File: src/rtl/ffha_ram.sv
// Generic simple dual-port RAM: one write port, one read port with registered read data.
module ffha_ram #(
    parameter int WIDTH = 8,
    parameter int DEPTH = 16
) (
    input  logic                     aclk,
    input  logic                     we,
    input  logic [$clog2(DEPTH)-1:0] waddr,
    input  logic [WIDTH-1:0]         wdata,
    input  logic [$clog2(DEPTH)-1:0] raddr,
    output logic [WIDTH-1:0]         rdata
);

    logic [WIDTH-1:0] mem [DEPTH];

    always_ff @(posedge aclk) begin
        if (we) begin
            mem[waddr] <= wdata;
        end
        rdata <= mem[raddr];
    end

endmodule

File: config.mk
export PLATFORM = sky130hd
export DESIGN_NAME = ffha_ram
export DESIGN_NICKNAME = d
export VERILOG_FILES = /design/src/rtl/ffha_ram.sv
export SDC_FILE = /design/constraint.sdc
export NUM_CORES = 1
export LEC_CHECK = 0
export ABC_AREA = 1
export BUFFER_PORTS_ARGS = -buffer_cell sky130_fd_sc_hd__buf_2
export CAP_MARGIN = 20
export CORE_UTILIZATION = 27
export CTS_CLUSTER_DIAMETER = 100
export CTS_CLUSTER_SIZE = 30
export DETAILED_ROUTE_END_ITERATION = 10
export PLACE_DENSITY = 0.47
export RECOVER_POWER = 25
export SLEW_MARGIN = 20
export SYNTH_ARGS = -nofsm -noshare
export SYNTH_HDL_FRONTEND = slang
export SYNTH_SLANG_ARGS = --single-unit
File: constraint.sdc
create_clock -name aclk -period 1.8 [get_ports aclk]
set_input_delay 0.18 -clock aclk [delete_from_list [all_inputs] [get_ports aclk]]
set_output_delay 0.18 -clock aclk [all_outputs]
set_load 0.01 [all_outputs]
Word level (Yosys, flattened, before mapping)
Memory sizes are Yosys's and may differ from the RTL's. A register that Yosys moved wholly into a read port is not among the register bits. Cells that the tools add are included.

Output and inout port bits: 8. Bits in registers: 0. Input bits: 18. Memories kept: 1. Memory bits (writable): 128. Word-level logic and storage cells: 3.

Muxes and demuxes: 2.

Memory list: mem (depth 16, width 8, rd ports 1, clocked after Yosys merged registers in 1, write ports 1, RTL line 14) `logic [WIDTH-1:0] mem [DEPTH];`.

Operators by type and width (number): $mux 1 (2).

Longest topological paths before layout
Gate-level depths: netlist (run 1).

Word-level depth: 2. Mapped depth: 8. Depth with buffers taken out: 7.

Least setup slack after synthesis (run 1)
Ideal clock, no wire load.

Kind: input-to-reg. Start point: in waddr[2]. End point: mem mem[10][0], enable pin. Stages: 2. Buffers on the path: 0. Data required time: 1430 ps. Setup time: 370 ps. Slack: 669 ps. Data arrival time: 761 ps. Cells stage by stage: nand3b_1 -> nor2_1.

RTL lines: start, declared (RTL line 8) `input logic [$clog2(DEPTH)-1:0] waddr,`; end, declared (RTL line 14).

Straight into the memory's write port.

Worst setup path after layout (run 1)
Start point: reg rdata[2] (read register of mem). End point: out rdata[2].

RTL lines: start, declared (RTL line 11) `output logic [WIDTH-1:0] rdata`.

No word-level cell between the ends.

==> run summary, run 1 <==
smallest hold slack: 0.1360 ns
Arrival @ worst endpoint: 0.92 ns
DRC viols: 0
clk sinks: 136
Seq/Total Area, Yosys: 69.43%
reg2reg path depth: 6
vias post-DR: 3742
CTS root buf: clkbuf_16
CP endpoint kind: output pin
Min-Delay Path Depth: 3
Fin. Hold Viols: 0
post-cts resize count: 0
worst-path maximum fanout: 1
final worst path period need: 1.104 ns
Post-Place Cell Area: 0.006255 sq mm
critical path required time: 1.62 ns
Clk Latency, worst-skew pair: 0.42 ns
VDD IR max: 0.5279 mV
fmax: 906.0 MHz
top cells by area, synth: edfxtp_1 (67%), nand2_1 (11%), nand3_1 (8.4%)
Syn Nets: 569
Yosys reg bits: 136
mapped cell area: 0.005767 sq mm
Crit-path slowest cell: dfxtp_1
pre-CTS setup slack: 0.3413 ns
initial antenna violation count: 0
DIE AREA: 0.02195 sq mm
die height: 148.1 microns
gr usage total: 14.11%
DR vias/cell: 4.243
Pwr Density: 1116 mW/mm^2
crit-path cells: buf_2
DP HPWL: 9.154 mm
Initial DRC Count: 312
share of layout cells above drive strength 1: 12.19%
worst stage delay on the critical path: 0.36 ns
synth unique cells: 12
Post CTS Setup Buffer Count: 0
number of global-route vias before repair: 3740
clk_skew: 0.01338 ns
Detail Route Antenna Nets: 0
Post-Syn Instances: 551
Layout Nets: 612
startpoint types: register
Final Max Tran Viols: 0
YS warnings: 0
gpl congestion: 0.7766
max-capacitance violation count: 0
H-tree levels: 4
Initial Utilization: 27.52%
WP depth: 1
Cells after DPL: 850
area grow syn2layout: 19.31%
average cell area after synthesis: 10.47 sq um
setup violators final: 0
grt total ovfl: 0
worst setup margin: 0.6962 ns
Layout fillers: 2170
Post-Route Utilization: 32.83%
die width: 148.1 microns
RSZ-0062 raised after global routing: false
Slew @ Worst Pin: 0.9137 ns
Setup TNS: 0 ns
Leak: 2.940 nW
site row count: 53
worst relative slew slack: 39.09%
input/output buffers: 25
first-pass GRT wire length: 22.43 mm
post-synth top area share: 66.65%
Buf+Inv Stages, Crit Path: 1
Routed WL: 14.25 mm
DR pass1 iterations: 4
Wirelength per Cell: 16.16 microns
Power Total: 7.677 mW
Inserted Clock Buffers: 17
CP top delay family: flip-flops
Hold Buf Count CTS: 0
CTS clk-pin slew, worst paths: 0.06 ns
Tcrit/Tclk final: 61.32%
Max Root-Sink Buffers: 2
post-route insts no fill: 882
area leader, netlist: edfxtp_1
CTS tree: done
largest net degree at the start of global routing: 39
Worst Hold Class: in2reg
status: complete, no violations
n_diodes: 0
Core ar.: 0.02096 sq mm
CP Class: reg2out
I/O pin cnt: 26
Finished Cell Area: 0.006880 sq mm
-- power by group --
part / leakage [nW] / internal, mW / switching (mW)
combinational: 1.40 / 0.127 / 0.318
clock: 0.314 / 2.45 / 1.22
sequential: 1.22 / 3.54 / 0.0209
total: 2.94 / 6.12 / 1.56
-- per-layer routing --
metal	routed length, microns	track usage, %	vias up	part of all wire [%]
met4	163	6.495	0	1.1
met5	0	0	-	0
met3	711	2.515	13	5.0
met2	6837	22.37	78	48
met1	6538	18.76	1791	46
li1	-	-	1860	-
-- cells by family after synthesis --
group	after synthesis	synth area share, %
AND/OR/NAND/NOR	289	21.05
buffers and inverters	126	9.525
flip-flops	136	69.43
-- state kept, by name, summed over array words and instances (netlist names) --
register / cells
rdata: 8
mem: 128
-- synth_stat cells --
cell type,instances
nand2_1,173
buf_4,4
nor2_1,17
edfxtp_1,128
buf_2,13
nand3_1,97
buf_1,1
nand3b_1,2
inv_2,2
buf_6,6
dfxtp_1,8
inv_1,100
-- layout by cell type, fill, tap and decap left out --
cell,n
nand3_1,97
edfxtp_1,128
buf_2,20
buf_4,22
clkinv_1,1
clkbuf_1,7
inv_1,100
bufinv_16,4
inv_2,2
clkinv_2,4
nand2_1,173
clkbuf_16,17
clkbuf_8,4
dfxtp_1,8
nor2_1,17
nand3b_1,2
buf_12,1
-- path summary, 6_finish.rpt --
check                                          start               end  slack [ns]
worst min register to register  mem[10][0]$_DFFE_PP_  rdata[0]$_DFF_P_        0.68
worst max register to register   mem[3][7]$_DFFE_PP_  rdata[7]$_DFF_P_        0.71
worst min-delay path                        raddr[3]  rdata[6]$_DFF_P_        0.14
worst max-delay path                rdata[2]$_DFF_P_          rdata[2]        0.70
-- cell type report --
type / count / area, sq um / share of cell area (%)
inverters: 102 / 382.9 / 5.565
flip-flops and latches: 136 / 4004 / 58.19
well taps: 275 / 344.1 / 5.001
repair buffers: 48 / 304.0 / 4.419
clock inverters: 9 / 143.9 / 2.091
multi-input cells: 289 / 1214 / 17.64
clock buffers: 23 / 488.0 / 7.092
(Power assumes the default switching activity.)
==> inputs of run 2 (changes only) <==
- clock period: 1.8 -> 1.1 ns (I/O delays scaled with it)
==> run 2 against run 1 <==
  * Via count up 3.2%
  * Wire length up 0.98%
  * Setup slack worse by 0.64 ns
  * Count of clock-buffer cells in the layout unchanged
  * Core utilization up 0.42 points
  * Critical path depth unchanged
  * Critical path type unchanged
  * Highest routed layer unchanged
==> run summary, run 2 (synthesis results as in run 1) <==
Buf+Inv Stages, Crit Path: 1
Largest Register: mem
Fin. Hold Viols: 0
Cells after DPL: 860
Leak: 2.979 nW
Initial Utilization: 27.52%
Routed WL: 14.39 mm
VDD IR max: 1.071 mV
Core ar.: 0.02096 sq mm
DR vias/cell: 4.330
worst setup margin: 0.05439 ns
Detail Route Antenna Nets: 0
Hold Buf Count CTS: 0
I/O pin cnt: 26
Worst Hold Class: in2reg
post-route insts no fill: 892
site row count: 53
input/output buffers: 25
final worst path period need: 1.046 ns
crit-path cells: buf_2
met3 global-route usage: 3.313%
CP top delay family: flip-flops
Final Max Tran Viols: 0
status: complete, no violations
first-pass GRT wire length: 22.76 mm
smallest hold slack: 0.1302 ns
Tcrit/Tclk final: 95.06%
die width: 148.1 microns
clk_skew: 0.009887 ns
initial antenna violation count: 0
DR pass1 iterations: 4
startpoint types: register
Max Root-Sink Buffers: 2
Crit-path slowest cell: dfxtp_1
CTS tree: done
largest net degree at the start of global routing: 38
M2 GR Usage: 22.72%
Pwr Density: 1732 mW/mm^2
gpl congestion: 0.7840
share of layout cells above drive strength 1: 13.61%
worst stage delay on the critical path: 0.37 ns
setup violators final: 0
pre-CTS setup slack: -0.07423 ns
die height: 148.1 microns
Clk Latency, worst-skew pair: 0.42 ns
Initial DRC Count: 278
Top Usage Layer GRT: met2
RSZ-0062 raised after global routing: false
commonest non-fill, non-tap cell in the layout: nand2_1
hold_sp: wdata[2]
CTS clk-pin slew, worst paths: 0.06 ns
number of global-route vias before repair: 3934
clk sinks: 136
Power Total: 12.07 mW
vias post-DR: 3862
worst-path maximum fanout: 1
Layout fillers: 2129
gr usage total: 14.31%
Wirelength per Cell: 16.13 microns
grt total ovfl: 0
most frequent cells in the layout: nand2_1 (173), edfxtp_1 (128), inv_1 (100), nand3_1 (97), buf_4 (26)
Slew @ Worst Pin: 0.8748 ns
Arrival @ worst endpoint: 0.94 ns
CP Class: reg2out
n_diodes: 0
CP startpoint: rdata[4]$_DFF_P_
CTS root buf: clkbuf_16
Layout Nets: 622
Inserted Clock Buffers: 17
fmax: 956.4 MHz
area grow syn2layout: 20.83%
biggest regs: mem: 128 flops, rdata: 8 flops
CP endpoint kind: output pin
met1 Track Usage GR: 18.66%
DIE AREA: 0.02195 sq mm
Post-Route Utilization: 33.25%
worst relative slew slack: 41.68%
r2r startpoint: mem[9][4]$_DFFE_PP_
DP HPWL: 9.471 mm
critical path required time: 0.99 ns
max-capacitance violation count: 0
DRC viols: 0
Largest register FFs: 128
H-tree levels: 4
==> run 2: changes by cell type in the layout (fill, tap and decap cells not counted), moves of 2 or more <==
cell        delta
bufinv_16      -2
buf_12         +6
buf_4          +4
clkbuf_1       +2
clkbuf_8       -2
clkinvlp_4     +2
==> run 2: repair_timing <==
item	in CTS	in global routing
gates resized for setup	1	0
buffers inserted	0	0
endpoints found under the setup margin	1	0
==> run 2: worst register-to-register path: stages, from the launching register on <==
cell and delay (ns):
edfxtp_1 0.37, inv_1 0.07, nand2_1 0.05, nand3_1 0.08
nand3_1 0.11, nand3_1 0.14, nand2_1 0.06
==> run 2: worst paths after layout <==
check	slack (ns)	to	cells after the start
worst max-delay path	0.05	rdata[4]	1
worst min-delay path	0.13	mem[12][2]$_DFFE_PP_	1
worst max register to register	0.12	rdata[4]$_DFF_P_	6
worst min register to register	0.68	rdata[7]$_DFF_P_	6
==> run 2: stage by stage <==
step           area, sq um  setup TNS [ns]
6_report              6968               0
3_5_place_dp          6405         -0.7184
5_1_grt               6968               0
4_1_cts               6974               0
2_1_floorplan         5767               0
3_3_place_gp          6405         -0.3086
==> run 2: routing by layer <==
layer  vias to the layer above  part of all wire, %
met5                         -                    0
met2                        89                   47
met4                         0                  2.4
met1                      1867                   46
li1                       1876                    -
met3                        30                  4.2
==> run 2: area by class of cell <==
class,instances,area [sq um],share of cell area (%)
flip-flops and latches,136,4005,57.48
repair buffers,58,454.2,6.518
clock buffers,23,467.9,6.716
inverters,102,382.9,5.495
clock inverters,9,100.1,1.437
well taps,275,344.1,4.938
multi-input cells,289,1214,17.42
==> run 2: report_power, final <==
part	leakage [nW]	switching (mW)	internal (mW)
Clock	0.277	2.02	3.43
Combinational	1.48	0.514	0.258
Sequential	1.22	0.0451	5.80
==> inputs of run 3 (changes only) <==
- CTS_BUF_LIST: unset -> sky130_fd_sc_hd__clkbuf_4 sky130_fd_sc_hd__clkbuf_8
==> run 3 against run 2 <==
  * Sequential power hardly changed
  * Core utilization is 0.81 points lower
  * Global-route usage down 0.094 points
  * Non-clock buffer count stayed put
  * Power fell by 12%
  * Critical path type unchanged
  * Fmax rose by 0.39%
  * Worst hold slack got worse by 0.016 ns
  * Critical path depth did not move
==> run summary, run 3 (synthesis results as in run 1) <==
status: complete, no violations
Reg area: 0.004013 sq mm
Layout Nets: 622
Largest register FFs: 128
Finished Cell Area: 0.006799 sq mm
Crit-path slowest cell: dfxtp_4
Clk Latency, worst-skew pair: 0.44 ns
clk sinks: 136
initial antenna violation count: 0
Cells after DPL: 860
Setup TNS: 0 ns
commonest non-fill, non-tap cell in the layout: nand2_1
Hold Buf Count CTS: 0
die height: 148.1 microns
fmax: 960.1 MHz
site row count: 53
number of global-route vias before repair: 3917
Post-Place Cell Area: 0.006405 sq mm
share of layout cells above drive strength 1: 14.91%
post-route insts no fill: 892
startpoint types: register
DIE AREA: 0.02195 sq mm
Worst Hold Class: in2reg
die width: 148.1 microns
footprint of the multi-input gates: 0.001214 sq mm
Largest Register: mem
grt total ovfl: 0
area grow syn2layout: 17.90%
most frequent cells in the layout: nand2_1 (173), edfxtp_1 (128), inv_1 (100), nand3_1 (97), buf_4 (26)
DR vias/cell: 4.277
gr usage total: 14.21%
n_diodes: 0
first-pass GRT wire length: 22.58 mm
worst relative slew slack: 42.34%
CP Class: reg2out
critical path required time: 0.99 ns
P_int: 8.264 mW
input/output buffers: 25
biggest regs: mem: 128 flops, rdata: 8 flops
CP top delay family: flip-flops
crit-path cells: buf_2
VDD IR max: 0.6913 mV
Power Total: 10.64 mW
Layout fillers: 2155
DP HPWL: 9.471 mm
Buf+Inv Stages, Crit Path: 1
final worst path period need: 1.042 ns
FF-to-FF setup slack: 0.11 ns
sequential share of power: 54.9%
setup violators final: 0
CP endpoint kind: output pin
DRC viols: 0
Initial DRC Count: 269
worst-path maximum fanout: 1
largest net degree at the start of global routing: 38
max-capacitance violation count: 0
RSZ-0062 raised after global routing: false
sw frac: 22.35%
Pwr Density: 1565 mW/mm^2
Max Root-Sink Buffers: 2
CTS root buf: clkbuf_8
Initial Utilization: 27.52%
Post CTS Setup Buffer Count: 0
CTS tree: done
DR pass1 iterations: 5
Core ar.: 0.02096 sq mm
Clk pwr share: 37.9%
vias post-DR: 3815
Wirelength per Cell: 16.04 microns
Post-Route Utilization: 32.45%
CTS clk-pin slew, worst paths: 0.08 ns
Tcrit/Tclk final: 94.69%
Routed WL: 14.31 mm
Arrival @ worst endpoint: 0.93 ns
gpl congestion: 0.7840
switching pwr: 2.378 mW
Slew @ Worst Pin: 0.8648 ns
H-tree levels: 4
Fin. Hold Viols: 0
clk_skew: 0.008755 ns
Gate power share: 7.2%
Inserted Clock Buffers: 17
Leak: 2.906 nW
I/O pin cnt: 26
worst stage delay on the critical path: 0.36 ns
Final Max Tran Viols: 0
Detail Route Antenna Nets: 0
## run 3: cell counts in the layout (fill, tap and decap cells not counted)
Identical to the previous run, type by type.
## run 3: final timing paths
kind | start | endpoint | cells after the start
min reg2reg | mem[7][7]$_DFFE_PP_ | rdata[7]$_DFF_P_ | 6
max | rdata[7]$_DFF_P_ | rdata[7] | 1
max reg2reg | mem[9][2]$_DFFE_PP_ | rdata[2]$_DFF_P_ | 6
min | wdata[2] | mem[11][2]$_DFFE_PP_ | 1
## run 3: final cells by class
class	count	share of cell area, %
multi-input combinational	289	17.85
tap	275	5.061
sequential	136	59.02
timing repair buffer	58	6.680
clock buffer	23	4.288
inverter	102	5.631
clock inverter	9	1.472
## run 3: power by group through the flow
stage / logic (mW) / registers [mW] / clock network [mW]
floorplan: 0.409 / 5.95 / 0
global placement: 0.781 / 5.95 / 0
detailed placement: 0.789 / 5.95 / 0
CTS: 0.792 / 5.84 / 4.15
global route: 0.865 / 5.85 / 4.34
finish: 0.769 / 5.84 / 4.03
## run 3: routing by layer
metal  vias to the layer above  share of wire, %  global-route usage [%]
li1                       1879                 -                       -
met1                      1839                47                   18.58
met2                        80                47                   22.42
met3                        17               4.7                   3.313
met4                         0               1.7                   6.340
met5                         -                 0                       0
## run 3: stage by stage
stage / setup WS, ns / hold slack (ns)
2_1_floorplan: 0.03916 / 0.2089
3_5_place_dp: -0.07423 / 0.5160
3_3_place_gp: -0.07494 / 0.5191
6_report: 0.05841 / 0.1141
4_1_cts: 0.001124 / 0.03876
5_1_grt: 0.01011 / 0.08869
## run 3: what timing repair did
| item | in CTS | in global routing |
|---|---|---|
| endpoints found under the setup margin | 3 | 2 |
| pin swaps | 0 | 0 |
| gates resized for setup | 4 | 2 |
